**src/hdl/bsc_pkg.sv**
```systemverilog
package bsc_pkg;

	typedef enum logic [1:0] {
		MODE_TICK,
		MODE_CROSSING,
		MODE_START
	} mode_t;

	typedef enum logic [1:0] {
		CMP_A,
		CMP_B,
		CMP_C
	} cmp_t;

	typedef enum logic [1:0] {
		REG_START_PHASE,
		REG_START_PERIOD,
		REG_TIMING_ADVANCE
	} reg_idx_t;

	localparam int unsigned PERIOD_W = 16;
	localparam int unsigned MEAS_W   = 16;
	localparam int unsigned ERR_W    = 17;
	localparam int unsigned CORR_W   = 10;

	localparam logic [2:0]  RST_START_PHASE  = 3'd0;
	localparam logic [15:0] RST_START_PERIOD = 16'd1000;
	localparam logic [4:0]  RST_ADVANCE      = 5'd5;
	localparam logic [4:0]  MAX_ADVANCE      = 5'd30;
	localparam logic [15:0] MEAS_MAX         = 16'hFFFF;

	// target = (period * TGT_MULT[adv]) >> TGT_SHIFT == floor(period * (30 - adv) / 60)
	localparam int unsigned TGT_SHIFT = 22;
	localparam int unsigned TGT_W     = 22;
	localparam logic [TGT_W-1:0] TGT_MULT [0:30] = '{
		22'(((30 - 0) * 4194304) / 60 + 1),
		22'(((30 - 1) * 4194304) / 60 + 1),
		22'(((30 - 2) * 4194304) / 60 + 1),
		22'(((30 - 3) * 4194304) / 60 + 1),
		22'(((30 - 4) * 4194304) / 60 + 1),
		22'(((30 - 5) * 4194304) / 60 + 1),
		22'(((30 - 6) * 4194304) / 60 + 1),
		22'(((30 - 7) * 4194304) / 60 + 1),
		22'(((30 - 8) * 4194304) / 60 + 1),
		22'(((30 - 9) * 4194304) / 60 + 1),
		22'(((30 - 10) * 4194304) / 60 + 1),
		22'(((30 - 11) * 4194304) / 60 + 1),
		22'(((30 - 12) * 4194304) / 60 + 1),
		22'(((30 - 13) * 4194304) / 60 + 1),
		22'(((30 - 14) * 4194304) / 60 + 1),
		22'(((30 - 15) * 4194304) / 60 + 1),
		22'(((30 - 16) * 4194304) / 60 + 1),
		22'(((30 - 17) * 4194304) / 60 + 1),
		22'(((30 - 18) * 4194304) / 60 + 1),
		22'(((30 - 19) * 4194304) / 60 + 1),
		22'(((30 - 20) * 4194304) / 60 + 1),
		22'(((30 - 21) * 4194304) / 60 + 1),
		22'(((30 - 22) * 4194304) / 60 + 1),
		22'(((30 - 23) * 4194304) / 60 + 1),
		22'(((30 - 24) * 4194304) / 60 + 1),
		22'(((30 - 25) * 4194304) / 60 + 1),
		22'(((30 - 26) * 4194304) / 60 + 1),
		22'(((30 - 27) * 4194304) / 60 + 1),
		22'(((30 - 28) * 4194304) / 60 + 1),
		22'(((30 - 29) * 4194304) / 60 + 1),
		22'(((30 - 30) * 4194304) / 60 + 1)
	};

	// |err| / 200 == ((|err| >> 3) * CORR_MULT) >> CORR_SHIFT for |err| < 2^16
	localparam int unsigned CORR_PRESHIFT = 3;
	localparam logic [13:0] CORR_MULT     = 14'd10486;
	localparam int unsigned CORR_SHIFT    = 18;

	typedef struct packed {
		logic [2:0]  start_phase;
		logic [15:0] start_period;
		logic [4:0]  advance;
	} cfg_t;

	typedef struct packed {
		logic [2:0]               phase;
		logic [2:0]               enables;
		logic                     commutated;
		logic [PERIOD_W-1:0]      period;
		logic                     taken;
		logic [MEAS_W-1:0]        meas;
		logic signed [ERR_W-1:0]  err;
	} res_t;

	function automatic logic [2:0] next_phase(input logic [2:0] p);
		logic [2:0] n;
		case (p)
			3'd0: n = 3'd1;
			3'd1: n = 3'd2;
			3'd2: n = 3'd3;
			3'd3: n = 3'd4;
			3'd4: n = 3'd5;
			3'd5: n = 3'd0;
			3'd6: n = 3'd1;
			3'd7: n = 3'd2;
			default: n = 3'd0;
		endcase
		return n;
	endfunction

	// comparator that each phase watches: bit0 A, bit1 B, bit2 C
	function automatic logic [2:0] watch_mask(input logic [2:0] p);
		logic [2:0] m;
		case (p)
			3'd0, 3'd3: m = 3'b010;
			3'd1, 3'd4: m = 3'b001;
			3'd2, 3'd5: m = 3'b100;
			default: m = 3'b000;
		endcase
		return m;
	endfunction

endpackage

```
**src/hdl/bsc_corr.sv**
```systemverilog
module bsc_corr (
	input  logic signed [bsc_pkg::ERR_W-1:0]  err,
	input  logic [bsc_pkg::PERIOD_W-1:0]      period_in,
	output logic signed [bsc_pkg::CORR_W-1:0] corr,
	output logic [bsc_pkg::PERIOD_W-1:0]      period_out
);

	logic [bsc_pkg::ERR_W-1:0] mag_full;
	logic [15:0]               mag;
	logic [12:0]               mag_div8;
	logic [26:0]               prod;
	logic [8:0]                quot;
	logic signed [17:0]        next;

	always_comb begin
		mag_full = err[bsc_pkg::ERR_W-1] ? (bsc_pkg::ERR_W'(0) - err) : err;
		mag      = mag_full[15:0];
		mag_div8 = mag[15:bsc_pkg::CORR_PRESHIFT];
		prod     = 27'(mag_div8) * 27'(bsc_pkg::CORR_MULT);
		quot     = prod[26:bsc_pkg::CORR_SHIFT];
		corr     = err[bsc_pkg::ERR_W-1] ? -$signed({1'b0, quot}) : $signed({1'b0, quot});
		next     = $signed({2'b00, period_in}) - 18'(corr);
		// keep the period in 1..65535
		if (next < 18'sd1) begin
			period_out = 16'd1;
		end else if (next > 18'sd65535) begin
			period_out = 16'hFFFF;
		end else begin
			period_out = next[15:0];
		end
	end

endmodule

```
**src/hdl/bsc_ctrl.sv**
```systemverilog
module bsc_ctrl #(
	parameter int unsigned TIME_BITS = 16
) (
	input  logic                clk,
	input  logic                arst_n,
	input  logic                accept,
	input  logic [1:0]          mode,
	input  logic [1:0]          comparator,
	input  bsc_pkg::cfg_t       cfg,
	output bsc_pkg::res_t       res
);

	logic [2:0]                        phase_q;
	logic [bsc_pkg::PERIOD_W-1:0]      period_q;
	logic signed [bsc_pkg::ERR_W-1:0]  err_q;
	logic [bsc_pkg::PERIOD_W-1:0]      countdown_q;
	logic                              running_q;
	logic                              measuring_q;
	logic [TIME_BITS-1:0]              elapsed_q;
	logic [2:0]                        enables_q;

	logic [2:0]                        phase_n;
	logic [bsc_pkg::PERIOD_W-1:0]      period_n;
	logic signed [bsc_pkg::ERR_W-1:0]  err_n;
	logic [bsc_pkg::PERIOD_W-1:0]      countdown_n;
	logic                              running_n;
	logic                              measuring_n;
	logic [TIME_BITS-1:0]              elapsed_n;
	logic [2:0]                        enables_n;

	logic [bsc_pkg::PERIOD_W-1:0]      period_eff;
	logic signed [bsc_pkg::CORR_W-1:0] corr_pending;
	logic [bsc_pkg::PERIOD_W-1:0]      start_period;
	logic [4:0]                        adv_sat;
	logic [37:0]                       tgt_prod;
	logic [15:0]                       target;
	logic [bsc_pkg::MEAS_W-1:0]        meas;
	logic                              cmp_hit;
	logic                              commutated;
	logic                              taken;

	// the correction of a crossing is registered in err_q and then applied to period_q
	bsc_corr u_corr (
		.err        (err_q),
		.period_in  (period_q),
		.corr       (corr_pending),
		.period_out (period_eff)
	);

	always_comb begin
		case (comparator)
			bsc_pkg::CMP_A: cmp_hit = enables_q[0];
			bsc_pkg::CMP_B: cmp_hit = enables_q[1];
			bsc_pkg::CMP_C: cmp_hit = enables_q[2];
			default:        cmp_hit = 1'b0;
		endcase
	end

	// a crossing never follows a crossing directly, so err_q is zero here
	always_comb begin
		adv_sat  = (cfg.advance > bsc_pkg::MAX_ADVANCE) ? bsc_pkg::MAX_ADVANCE : cfg.advance;
		tgt_prod = 38'(period_q) * 38'(bsc_pkg::TGT_MULT[adv_sat]);
		target   = tgt_prod[37:bsc_pkg::TGT_SHIFT];
		meas     = (32'(elapsed_q) > 32'(bsc_pkg::MEAS_MAX)) ? bsc_pkg::MEAS_MAX
			: 16'(elapsed_q);
		start_period = (cfg.start_period == '0) ? 16'd1 : cfg.start_period;
	end

	always_comb begin
		phase_n     = phase_q;
		period_n    = period_eff;
		err_n       = '0;
		countdown_n = countdown_q;
		running_n   = running_q;
		measuring_n = measuring_q;
		elapsed_n   = elapsed_q;
		enables_n   = enables_q;
		commutated  = 1'b0;
		taken       = 1'b0;
		res.meas    = '0;
		res.err     = '0;
		if (accept) begin
			case (mode)
				bsc_pkg::MODE_START: begin
					period_n    = start_period;
					running_n   = 1'b1;
					phase_n     = bsc_pkg::next_phase(cfg.start_phase);
					enables_n   = bsc_pkg::watch_mask(phase_n);
					measuring_n = 1'b1;
					elapsed_n   = '0;
					countdown_n = start_period;
					commutated  = 1'b1;
				end
				bsc_pkg::MODE_TICK: begin
					if (running_q) begin
						if (measuring_q && (elapsed_q != {TIME_BITS{1'b1}})) begin
							elapsed_n = elapsed_q + TIME_BITS'(1);
						end
						if (countdown_q <= 16'd1) begin
							phase_n     = bsc_pkg::next_phase(phase_q);
							enables_n   = bsc_pkg::watch_mask(phase_n);
							measuring_n = 1'b1;
							elapsed_n   = '0;
							countdown_n = period_eff;
							commutated  = 1'b1;
						end else begin
							countdown_n = countdown_q - 16'd1;
						end
					end
				end
				bsc_pkg::MODE_CROSSING: begin
					if (measuring_q && cmp_hit) begin
						measuring_n = 1'b0;
						enables_n   = '0;
						err_n       = $signed({1'b0, target}) - $signed({1'b0, meas});
						taken       = 1'b1;
						res.meas    = meas;
						res.err     = err_n;
					end
				end
				default: begin
				end
			endcase
		end
		res.phase      = phase_n;
		res.enables    = enables_n;
		res.commutated = commutated;
		res.period     = period_n;
		res.taken      = taken;
	end

	always_ff @(posedge clk or negedge arst_n) begin
		if (!arst_n) begin
			phase_q     <= '0;
			period_q    <= bsc_pkg::RST_START_PERIOD;
			err_q       <= '0;
			countdown_q <= '0;
			running_q   <= 1'b0;
			measuring_q <= 1'b0;
			elapsed_q   <= '0;
			enables_q   <= '0;
		end else begin
			phase_q     <= phase_n;
			period_q    <= period_n;
			err_q       <= err_n;
			countdown_q <= countdown_n;
			running_q   <= running_n;
			measuring_q <= measuring_n;
			elapsed_q   <= elapsed_n;
			enables_q   <= enables_n;
		end
	end

endmodule

```
**src/hdl/bsc_out.sv**
```systemverilog
module bsc_out (
	input  logic                              clk,
	input  logic                              arst_n,
	input  logic                              push,
	input  bsc_pkg::res_t                     res,
	output logic                              ready,
	output logic                              out_valid,
	input  logic                              out_ready,
	output logic [2:0]                        phase_state,
	output logic [2:0]                        comparator_enables,
	output logic                              commutated,
	output logic [bsc_pkg::PERIOD_W-1:0]      period,
	output logic                              crossing_taken,
	output logic [bsc_pkg::MEAS_W-1:0]        measured_time,
	output logic signed [bsc_pkg::ERR_W-1:0]  timing_error,
	output logic signed [bsc_pkg::CORR_W-1:0] correction
);

	logic                              valid_s1;
	bsc_pkg::res_t                     res_s1;
	logic                              valid_s2;
	logic signed [bsc_pkg::CORR_W-1:0] corr_c;
	logic [bsc_pkg::PERIOD_W-1:0]      period_c;
	logic                              adv_s2;

	// error is zero for items without a crossing, leaving the period as is
	bsc_corr u_corr (
		.err        (res_s1.err),
		.period_in  (res_s1.period),
		.corr       (corr_c),
		.period_out (period_c)
	);

	assign adv_s2    = !valid_s2 || out_ready;
	assign ready     = !valid_s1 || adv_s2;
	assign out_valid = valid_s2;

	always_ff @(posedge clk or negedge arst_n) begin
		if (!arst_n) begin
			valid_s1 <= 1'b0;
			valid_s2 <= 1'b0;
		end else begin
			if (ready) begin
				valid_s1 <= push;
			end
			if (adv_s2) begin
				valid_s2 <= valid_s1;
			end
		end
	end

	always_ff @(posedge clk) begin
		if (push && ready) begin
			res_s1 <= res;
		end
		if (adv_s2 && valid_s1) begin
			phase_state        <= res_s1.phase;
			comparator_enables <= res_s1.enables;
			commutated         <= res_s1.commutated;
			period             <= period_c;
			crossing_taken     <= res_s1.taken;
			measured_time      <= res_s1.meas;
			timing_error       <= res_s1.err;
			correction         <= corr_c;
		end
	end

endmodule

```
**src/hdl/bldc_sensorless_commutation_top.sv**
```systemverilog
// six-step sensorless commutator, one item in, one result item out
// an item's result passes the res_s1 and then the output registers before it can be taken
// throughput: one item per cycle while out_ready holds; a crossing's correction passes err_q
// on its way to the period register and is applied to the reported period in stage two
// reset: phase 0, period 1000, not running, all comparators disabled,
// registers start_phase 0, start_period 1000, timing_advance 5
module bldc_sensorless_commutation_top #(
	parameter int unsigned TIME_BITS = 16
) (
	input  logic                              clk,
	input  logic                              arst_n,
	input  logic                              in_valid,
	output logic                              in_ready,
	input  logic [1:0]                        mode,
	input  logic [1:0]                        comparator,
	output logic                              out_valid,
	input  logic                              out_ready,
	output logic [2:0]                        phase_state,
	output logic [2:0]                        comparator_enables,
	output logic                              commutated,
	output logic [bsc_pkg::PERIOD_W-1:0]      period,
	output logic                              crossing_taken,
	output logic [bsc_pkg::MEAS_W-1:0]        measured_time,
	output logic signed [bsc_pkg::ERR_W-1:0]  timing_error,
	output logic signed [bsc_pkg::CORR_W-1:0] correction,
	input  logic                              cfg_we,
	input  logic [1:0]                        cfg_addr,
	input  logic [15:0]                       cfg_wdata
);

	bsc_pkg::cfg_t cfg_q;
	bsc_pkg::res_t res;
	logic          accept;

	assign accept = in_valid && in_ready;

	always_ff @(posedge clk or negedge arst_n) begin
		if (!arst_n) begin
			cfg_q.start_phase  <= bsc_pkg::RST_START_PHASE;
			cfg_q.start_period <= bsc_pkg::RST_START_PERIOD;
			cfg_q.advance      <= bsc_pkg::RST_ADVANCE;
		end else if (cfg_we) begin
			case (cfg_addr)
				bsc_pkg::REG_START_PHASE:    cfg_q.start_phase  <= cfg_wdata[2:0];
				bsc_pkg::REG_START_PERIOD:   cfg_q.start_period <= cfg_wdata;
				bsc_pkg::REG_TIMING_ADVANCE: cfg_q.advance      <= cfg_wdata[4:0];
				default: begin
				end
			endcase
		end
	end

	bsc_ctrl #(
		.TIME_BITS (TIME_BITS)
	) u_ctrl (
		.clk        (clk),
		.arst_n     (arst_n),
		.accept     (accept),
		.mode       (mode),
		.comparator (comparator),
		.cfg        (cfg_q),
		.res        (res)
	);

	bsc_out u_out (
		.clk                (clk),
		.arst_n             (arst_n),
		.push               (accept),
		.res                (res),
		.ready              (in_ready),
		.out_valid          (out_valid),
		.out_ready          (out_ready),
		.phase_state        (phase_state),
		.comparator_enables (comparator_enables),
		.commutated         (commutated),
		.period             (period),
		.crossing_taken     (crossing_taken),
		.measured_time      (measured_time),
		.timing_error       (timing_error),
		.correction         (correction)
	);

endmodule
```
**config.mk**
```make
export PLATFORM = sky130hd
export DESIGN_NAME = bldc_sensorless_commutation_top
export DESIGN_NICKNAME = d
export VERILOG_FILES = /design/src/hdl/bsc_pkg.sv /design/src/hdl/bsc_corr.sv /design/src/hdl/bsc_ctrl.sv /design/src/hdl/bsc_out.sv /design/src/hdl/bldc_sensorless_commutation_top.sv
export SDC_FILE = /design/constraint.sdc
export NUM_CORES = 1
export LEC_CHECK = 0
export BUFFER_PORTS_ARGS = -buffer_cell sky130_fd_sc_hd__buf_2
export CAP_MARGIN = 30
export CORE_MARGIN = 2
export CORE_UTILIZATION = 62
export CTS_BUF_LIST = sky130_fd_sc_hd__clkbuf_4 sky130_fd_sc_hd__clkbuf_8
export CTS_CLUSTER_DIAMETER = 30
export CTS_CLUSTER_SIZE = 8
export DETAILED_ROUTE_END_ITERATION = 8
export PLACE_DENSITY = 0.8
export SYNTH_ARGS = -nofsm -noshare
export SYNTH_HDL_FRONTEND = slang
export SYNTH_SLANG_ARGS = --single-unit
export TNS_END_PERCENT = 1
```
**constraint.sdc**
```tcl
create_clock -name clk -period 14.2 [get_ports clk]
set_input_delay 1.42 -clock clk [delete_from_list [all_inputs] [get_ports clk]]
set_output_delay 1.42 -clock clk [all_outputs]
set_load 0.05 [all_outputs]
```
-- After elaboration in Yosys (flattened, before gate mapping)
Memories as Yosys holds them, arrays and structs flattened.
Cells that the tools add are included.
- bits in latches: 0
- memory bits (writable): 0
- bits of input ports: 27
- flip-flop bits (word level): 223
- ROM bits: 752
- memories kept: 3
- output and inout port bits: 69
- memory list (memory ; depth ; width ; rd ports ; clocked after memory_dff ; write ports ; RTL line ; RTL):
    (name not given) ; 32 ; 22 ; 1 ; 0 ; 0 ; bsc_ctrl.sv:62 ; tgt_prod = 38'(period_q) * 38'(bsc_pkg::TGT_MULT[adv_sat]);
    (name not given) ; 8 ; 3 ; 1 ; 0 ; 0 ; bsc_pkg.sv:92 ; case (p)
    (name not given) ; 8 ; 3 ; 1 ; 0 ; 0 ; bsc_pkg.sv:92 ;
- add/sub/neg operators: 9
- reduce and logical (&&, ||, !) cells: 33
- divide/modulo/power cells: 0
- shift operators: 0
- multiplexer cells: 49
- bitwise gates (word level): 1
- equality and inequality tests: 21
- $lt $le $gt $ge: 7
- multiply operators: 3
- operators with widths (kind ; count):
    2-to-1 mux 16 bit ; 13
    case mux 16 bit (2 select lines) ; 2
    multiplier 13 x 13 -> 26 bit, second input constant ; 2
    2-to-1 mux 17 bit ; 3
    2-to-1 mux 22 bit ; 2
    2-to-1 mux 3 bit ; 13
    multiplier 16 x 22 -> 38 bit ; 1
    > comparator 18 x 17 -> 1 bit, second input constant ; 2
    less-than comparator 18 x 2 -> 1 bit, second input constant ; 2
    subtractor 17 x 10 -> 18 bit ; 2
    subtractor 1 x 16 -> 16 bit, first input constant ; 2
    case mux 3 bit (3 select lines) ; 3
    2-to-1 mux 10 bit ; 2
    negator 9 -> 10 bit ; 2
    subtractor 16 x 16 -> 17 bit ; 1
    adder 16 x 1 -> 16 bit, second input constant ; 1
    <= comparator 16 x 1 -> 1 bit, second input constant ; 1
    logical NOT 16 bit ; 1
    inequality test 16 bit, second input constant ; 1
    subtractor 16 x 1 -> 16 bit, second input constant ; 1
    OR reduction 2 bit ; 7
    == test 3 x 2 -> 1 bit, second input constant ; 4
    == test 3 bit, second input constant ; 4
    AND reduction 2 bit ; 5
    23 further kinds ; 46

-- Logic depth before layout (Yosys ltp)
Gate-level depths: netlist of the first run.
- depth after elaboration: 12
- mapped depth: 45
- mapped depth without buffers: 44

-- By module
Synthesis of the first run repeated with hierarchy kept, for this count alone.
- cell total of the unflattened synthesis: 2934
- area, all modules: 28317.2 um^2
- by module, submodules not included (module ; cells each ; times used ; area an instance (um^2)):
    bsc_ctrl ; 1500 ; 1 ; 13260.2
    bsc_corr (u_out.u_corr) ; 636 ; 1 ; 5143.7
    bsc_corr (u_ctrl.u_corr) ; 613 ; 1 ; 5109.9
    bsc_out ; 132 ; 1 ; 3827.4
    bldc_sensorless_commutation_top ; 53 ; 1 ; 975.9

-- Least setup slack after synthesis of the first run
Ideal clock, no wire load.
- path type: reg2reg
- from: reg u_out.res_s1[3] in the netlist's numbering
- to: reg u_out.period[10] in the netlist's numbering, data pin
- setup slack: 3668 ps
- cell stages (with the launch flop): 41
- path buffers: 1
- required time: 13926 ps
- library setup time: 274 ps
- data arrival time: 10258 ps
- cell sequence: edfxtp_1 or4_1 or3_1 or4_1 or4_1 o21ai_0 xor2_1 inv_1 ha_1 inv_1 fa_1 inv_1 fa_1 inv_1 fa_1 fa_1 inv_1 ha_1 (+5 left out) a21oi_1 mux2_2 a21oi_1 o21ai_0 nand2_1 xor2_1 xnor2_1 ha_1 and3_1 a211o_1 a31o_2 a21oi_1 nor2b_1 o21bai_1 nor3_1 o21ai_1 clkbuf_1 o21ai_0
- cells in the longest elaborated chain, start to end: 8
- elaborated cells between the ends (all ways): 9
- classes of those cells: add/sub: 3; mul: 1; order compare: 2; mux: 3
- ends and longest elaborated chain (item ; RTL line ; RTL):
    from (decl) ; bsc_out.sv:20 ; bsc_pkg::res_t res_s1;
    from (signal assigned) ; bsc_out.sv:54 ; res_s1 <= res;
    subtractor 1 x 16 -> 16 bit ; bsc_corr.sv:16 ; mag_full = err[bsc_pkg::ERR_W-1] ? (bsc_pkg::ERR_W'(0) - err) : err;
    2-to-1 mux 16 bit * ; bsc_corr.sv:16 ;
    multiplier 13 x 13 -> 26 bit * ; bsc_corr.sv:19 ; prod = 27'(mag_div8) * 27'(bsc_pkg::CORR_MULT);
    negator 9 -> 10 bit ; bsc_corr.sv:21 ; corr = err[bsc_pkg::ERR_W-1] ? -$signed({1'b0, quot}) : $signed({1'b0, quot});
    2-to-1 mux 10 bit * ; bsc_corr.sv:21 ;
    subtractor 17 x 10 -> 18 bit * ; bsc_corr.sv:22 ; next = $signed({2'b00, period_in}) - 18'(corr);
    > comparator 18 x 17 -> 1 bit ; bsc_corr.sv:26 ; end else if (next > 18'sd65535) begin
    2-to-1 mux 16 bit ; bsc_corr.sv:26 ;
    to (signal assigned) ; bsc_out.sv:60 ; period <= period_c;
    to (decl) ; bsc_out.sv:12 ; output logic [bsc_pkg::PERIOD_W-1:0] period,
Every way passes the cells marked *; elsewhere a longest branch is shown, timed or not.
A chain may end at the register's enable or synchronous reset.

-- Final worst setup path of the first run
- from: reg u_out.res_s1[3] in the netlist's numbering
- to: reg u_out.period[3] in the netlist's numbering, data pin
Same word-level chain as after synthesis.

==> results of run 1 <==
==> synthesized netlist by cell type (5+ instances only) <==
| library cell | instances |
|---|---|
| a21oi_1 | 118 |
| nand4_1 | 9 |
| nor2_1 | 142 |
| xnor2_1 | 93 |
| or3_1 | 19 |
| or4_1 | 6 |
| nand2_1 | 191 |
| o21ai_0 | 75 |
| nand2b_1 | 23 |
| mux2_2 | 24 |
| nor2b_1 | 22 |
| ha_1 | 358 |
| nor4_1 | 11 |
| o21a_1 | 12 |
| and3_1 | 24 |
| o211ai_1 | 7 |
| or2_2 | 6 |
| a21boi_0 | 5 |
| o22ai_1 | 14 |
| a21o_1 | 26 |
| clkbuf_1 | 55 |
| o21ai_1 | 10 |
| a31oi_1 | 14 |
| dfrtp_1 | 85 |
| and4_1 | 6 |
| dfstp_2 | 14 |
| edfxtp_1 | 124 |
| and2_1 | 74 |
| inv_1 | 570 |
| a211oi_1 | 11 |
| o31ai_1 | 13 |
| nand3_1 | 31 |
| fa_1 | 319 |
| a41oi_1 | 8 |
| nand3b_1 | 7 |
| o21bai_1 | 10 |
| xor2_1 | 42 |
| nor3_1 | 55 |
==> worst paths after layout <==
kind | cells after the start | slack (ps) | to | from
max in group asynchronous | 3 | 12580 | u_ctrl.err_q[10] | arst_n
min | 0 | 410 | u_out.comparator_enables[0] | u_out.res_s1[51]
max | 39 | 1950 | u_out.period[3] | u_out.res_s1[3]
max reg2reg | 39 | 1950 | u_out.period[3] | u_out.res_s1[3]
min reg2reg | 0 | 410 | u_out.comparator_enables[0] | u_out.res_s1[51]
min in group asynchronous | 1 | 730 | cfg_q[5] | arst_n
==> cell families after synthesis <==
kind of cell	after synthesis	share of synthesized area (%)
xor+xnor	136	4.50
simple gates	640	11.8
fa+ha+maj	678	40.8
compound gates	382	9.26
mux	30	1.30
flops	223	23.3
buf+inv	636	8.99
==> layout by cell type, fill, tap and decap left out, types with 7 or more instances in the layout <==
master      instances
o21a_1             12
o21ai_0            75
a31oi_1            14
buf_2              94
o21ai_1            10
mux2_2             24
bufinv_16           8
dfrtp_1            85
o22ai_1            14
o21bai_1           10
buf_4              19
xor2_1             42
and3_1             24
nand3b_1            7
a211oi_1           11
dfstp_2            14
nand2_1           191
edfxtp_1          124
o31ai_1            13
nor3_1             55
nand3_1            30
inv_1             569
a21oi_1           118
nand2b_1           23
fa_1              319
and2_1             73
ha_1              358
clkbuf_4           11
nand4_1             9
nor2_1            142
o211ai_1            7
a41oi_1             8
nor2b_1            22
or3_1              19
xnor2_1            93
clkbuf_8           53
a21o_1             26
nor4_1             11
clkinvlp_4         11
==> routing by layer <==
layer / track usage [%] / part of all wire (%) / up-vias
met5: 0 / 0 / -
met4: 16.2 / 6.0 / 0
met3: 5.99 / 7.6 / 220
met2: 53.7 / 47 / 881
met1: 40.3 / 40 / 9744
li1: - / - / 9128
==> final cells by class <==
type / instances / area, um2
clock buffer: 64 / 812
clock inverter: 30 / 414
fill: 3221 / 13200
inverter: 573 / 2150
multi-input combinational: 1866 / 18000
sequential: 223 / 6220
tap: 539 / 674
timing repair buffer: 115 / 652
==> per-stage QoR <==
stage	hold WS, ps	cell area, um2	setup slack (ps)
finish	411	29000	1950
detailed placement	405	27700	2030
global placement	401	27700	2410
global route	410	29000	913
CTS	407	28900	1940
floorplan	400	26600	3670
==> state kept, by name, indices dropped and copies added, names as in the netlist <==
name / count
u_out.period: 16
u_ctrl.countdown_q: 16
u_out.comparator_enables: 3
u_out.res_s1: 57
cfg_q: 24
u_out.measured_time: 16
u_out.timing_error: 17
u_out.commutated: 1
u_ctrl.running_q: 1
u_out.valid_s1: 1
u_ctrl.enables_q: 3
u_ctrl.period_q: 16
u_out.out_valid: 1
u_ctrl.phase_q: 3
u_ctrl.err_q: 17
u_out.correction: 10
u_out.crossing_taken: 1
u_ctrl.elapsed_q: 16
u_out.phase_state: 3
u_ctrl.measuring_q: 1
==> worst reg2reg max path, delay by kind of cell, from the launching register on <==
family	cells	cell delay [ps]
xor gates and xnor gates	3	960
AOI/OAI and AO/OA	14	4130
muxes	1	370
adders and majority gates	7	2950
buffers and inverters	5	490
DFF	1	420
and+or+nand+nor	9	2680
==> results.yml, run 1 <==
status:
  status: "finished clean"
synth:
  synth_edf_count: 124
  synth.avg_cell_area_um2: 9.77
  synth-seq-cells: 223
  yosysTopAreaCell: "fa_1"
  synthDistinctLibCells: 84
  yosysWarnings: 0
  synth_area_leaders: "fa_1 24%, ha_1 17%, edfxtp_1 14%, inv_1 8.0%, dfrtp_1 8.0%"
  synth_area_um2: 26600
  ys_seq_area_share_pct: 23.3
  synth_nets: 3429
  synthArstFlopShare_pct: 44.4
  synth_ff_type: "edfxtp_1"
  netlist_instances: 2725
  synth_top_area_share_pct: 24.0
drt:
  vias: 20000
  dr.pass1.iters: 6
  drc: 0
  wirelength_um: 68500
  post_drt_wl_per_cell_um: 20.1
  drtIter0Drc: 1492
  drt-vias-per-instance: 5.86
  ant_nets: 0
global_routing:
  grt_pass1_vias: 21200
  globalRouteOverflowTotal: 0
  grt_max_degree: 69
  grt_pass1_wl_um: 111000
  track_usage_pct: 32.2
  antenna_found_initial: 0
sta:
  drv_slew: 0
  fmax_mhz: 81.6
  worst_pin_slew_ps: 988
  rsz0062_at_grt: "no"
  min_period_ps: 12250
  setup_viol: 0
  fin_crit_sh_pct: 86.3
  finalHoldViolations: 0
  fin_skew_ps: 46.3
  setup_tns_ps: 0
  slew_headroom_pct: 33.7
placement:
  placed_cells: 3315
  place_congestion: 1.06
  dpl.hpwl_um: 56700
  portBuffers: 95
clock_network:
  clockBufferDepth: 3
  cts_max_level: 2
  clk_latency_ps: 640
  cts_hold_buf: 0
  cts_repair_resize_count: 0
  cts_setup_buffers: 0
  path_clk_slew_ps: 60
  cts_tree: "yes"
  cts_root_buf: "clkbuf_8"
  cts.sinks: 223
  cts_buffers: 50
critical_path:
  crit_buf_inv: 5
  cp_common_cell: "inv_1"
  critPathLaunchType: "flop"
  cpMaxStageDelayCell: "o21ai_1"
  cp_top_family: "compound AO/OA/AOI/OAI gates"
  endpoint_kind: "flop"
  required_ps: 14570
  max_stage_delay_ps: 620
  path_class: "flop to flop"
  crit_arrival_ps: 12620
  path_max_fanout: 15
final_layout:
  fin_util_pct: 68.7
  drive_above_1_share_pct: 9.61
  final_cell_count_no_fill: 3410
  nNetsFinal: 3533
  num_antenna_cells: 0
  syn_to_final_growth_pct: 8.70
die:
  die_y_um: 211
  initial_utilization_pct: 63.2
  die_area_um2: 44600
  core.rowCount: 75
  core-area_um2: 42100
  pin_count: 96
  die_w_um: 211
flow_run:
  max_cap_violations: 0
min_path:
  hold_class: "flop to flop"
Power of run 1 is left out: the tool's default activity adds up to more than one toggle a clock period on the data nets, which glitch-free logic cannot reach.
==> run 2: changes to the inputs <==
CORE_UTILIZATION = 55   (was 62)
PLACE_DENSITY = 0.72   (was 0.8)
==> run 2 against run 1 <==
Via count fell by 1.1%. Sequential share of layout area barely moved. Final area barely moved. Register-to-register slack got worse by 190 ps. Routed wire length fell by 1.9%. Die area rose by 12%. First-iteration DRC count fell by 11%. Largest cell class unchanged.
==> results.yml, run 2 (same netlist as run 1, synthesis figures left out) <==
status:
  status: "finished clean"
die:
  die_area_um2: 50200
  core.rowCount: 80
  pin_count: 96
  core-area_um2: 47700
  die_y_um: 224
  die_w_um: 224
  initial_utilization_pct: 55.8
critical_path:
  ff2ff_path_depth: 39
  cpMaxStageDelayCell: "xor2_1"
  cp_common_cell: "inv_1"
  path_depth: 39
  max_stage_delay_ps: 610
  endpoint_kind: "flop"
  crit_arrival_ps: 12730
  critPathLaunchType: "flop"
  required_ps: 14490
  path_class: "flop to flop"
  cp_top_family: "compound AO/OA/AOI/OAI gates"
  crit_buf_inv: 5
  path_max_fanout: 15
clock_network:
  cts_tree: "yes"
  cts_hold_buf: 0
  cts.sinks: 223
  cts_buffers: 52
  clockBufferDepth: 3
  cts_setup_buffers: 0
  cts_root_buf: "clkbuf_8"
  clk_latency_ps: 640
  path_clk_slew_ps: 60
  cts_max_level: 2
  cts_repair_resize_count: 0
final_layout:
  nNetsFinal: 3534
  mostFrequentLayoutCell: "inv_1"
  mostFrequentLayoutCells: "569 x inv_1, 358 x ha_1, 319 x fa_1"
  syn_to_final_growth_pct: 8.76
  largest_register_ffs: 57
  top_register: "u_out.res_s1"
  top_regs: "u_out.res_s1 x57, cfg_q x24"
  fillers: 3992
  drive_above_1_share_pct: 9.71
global_routing:
  grt.busiest_layer: "met2"
  track_usage_pct: 28.1
  grt_pass1_wl_um: 110000
  antenna_found_initial: 0
  grt_pass1_vias: 20900
  grt_max_degree: 62
  use_met3_pct: 4.77
  globalRouteOverflowTotal: 0
  grt_use_met1_pct: 36.8
  grtUsageMet2_pct: 46.6
min_path:
  hold_class: "flop to flop"
  holdPathStages: 0
sta:
  setup_viol: 0
  worst_pin_slew_ps: 1060
  slew_headroom_pct: 29.0
  finalHoldViolations: 0
  fin_skew_ps: 51.2
  drv_slew: 0
  fmax_mhz: 80.4
  rsz0062_at_grt: "no"
  setup_tns_ps: 0
  fin_crit_sh_pct: 87.6
  min_period_ps: 12440
  setup_ws_ps: 1760
placement:
  place_congestion: 0.962
  dpl_worst_slack_ps: 1880
  portBuffers: 95
  dpl.hpwl_um: 55900
flow_run:
  max_cap_violations: 0
drt:
  drtIter0Drc: 1327
  vias: 19800
  wirelength_um: 67200
  drc: 0
  drt-vias-per-instance: 5.66
  ant_nets: 0
  post_drt_wl_per_cell_um: 19.3
  dr.pass1.iters: 6
[run 2: cell types whose count changed in the layout (fill, tap and decap cells not counted), sizes merged]
cell      delta
clkinvlp     -6
bufinv       -3
clkinv      +14
diode        +1
clkbuf       -1
buf          -1
[run 2: layer usage]
layer  wire length, um  vias up  part of all wire [%]
met1             27900     9774                    42
met3              4420      156                   6.6
met5                 0        -                     0
met4              2840        0                   4.2
li1                  -     9124                     -
met2             32000      701                    48
[run 2: final cells by class]
class / count / area (um2) / area share, %
multi-input combinational: 1866 / 18000 / 62.2
inverter: 573 / 2150 / 7.42
sequential: 223 / 6220 / 21.5
antenna: 1 / 2.50 / 0.00864
clock buffer: 63 / 817 / 2.82
clock inverter: 35 / 360 / 1.24
timing repair buffer: 114 / 621 / 2.14
tap: 615 / 769 / 2.66
[run 2: stage by stage]
stage	util, %	hold WS (ps)	area (um2)	std cells
CTS	60.7	401	29000	3488
detailed placement	58.2	405	27800	3390
floorplan	-	400	26600	2725
global route	60.7	412	29000	3489
global placement	58.2	404	27800	3389
finish	60.7	410	29000	3490
[run 2: final timing paths]
path / slack [ps] / start / to
setup reg to reg: 1760 / u_out.res_s1[3] / u_out.period[15]
max in group asynchronous: 12180 / arst_n / u_ctrl.elapsed_q[15]
setup / recovery: 1760 / u_out.res_s1[3] / u_out.period[15]
hold reg to reg: 410 / u_out.res_s1[19] / u_out.measured_time[2]
hold / removal: 410 / u_out.res_s1[19] / u_out.measured_time[2]
min in group asynchronous: 780 / arst_n / u_ctrl.countdown_q[3]
Power of run 2 is left out for the same reason.
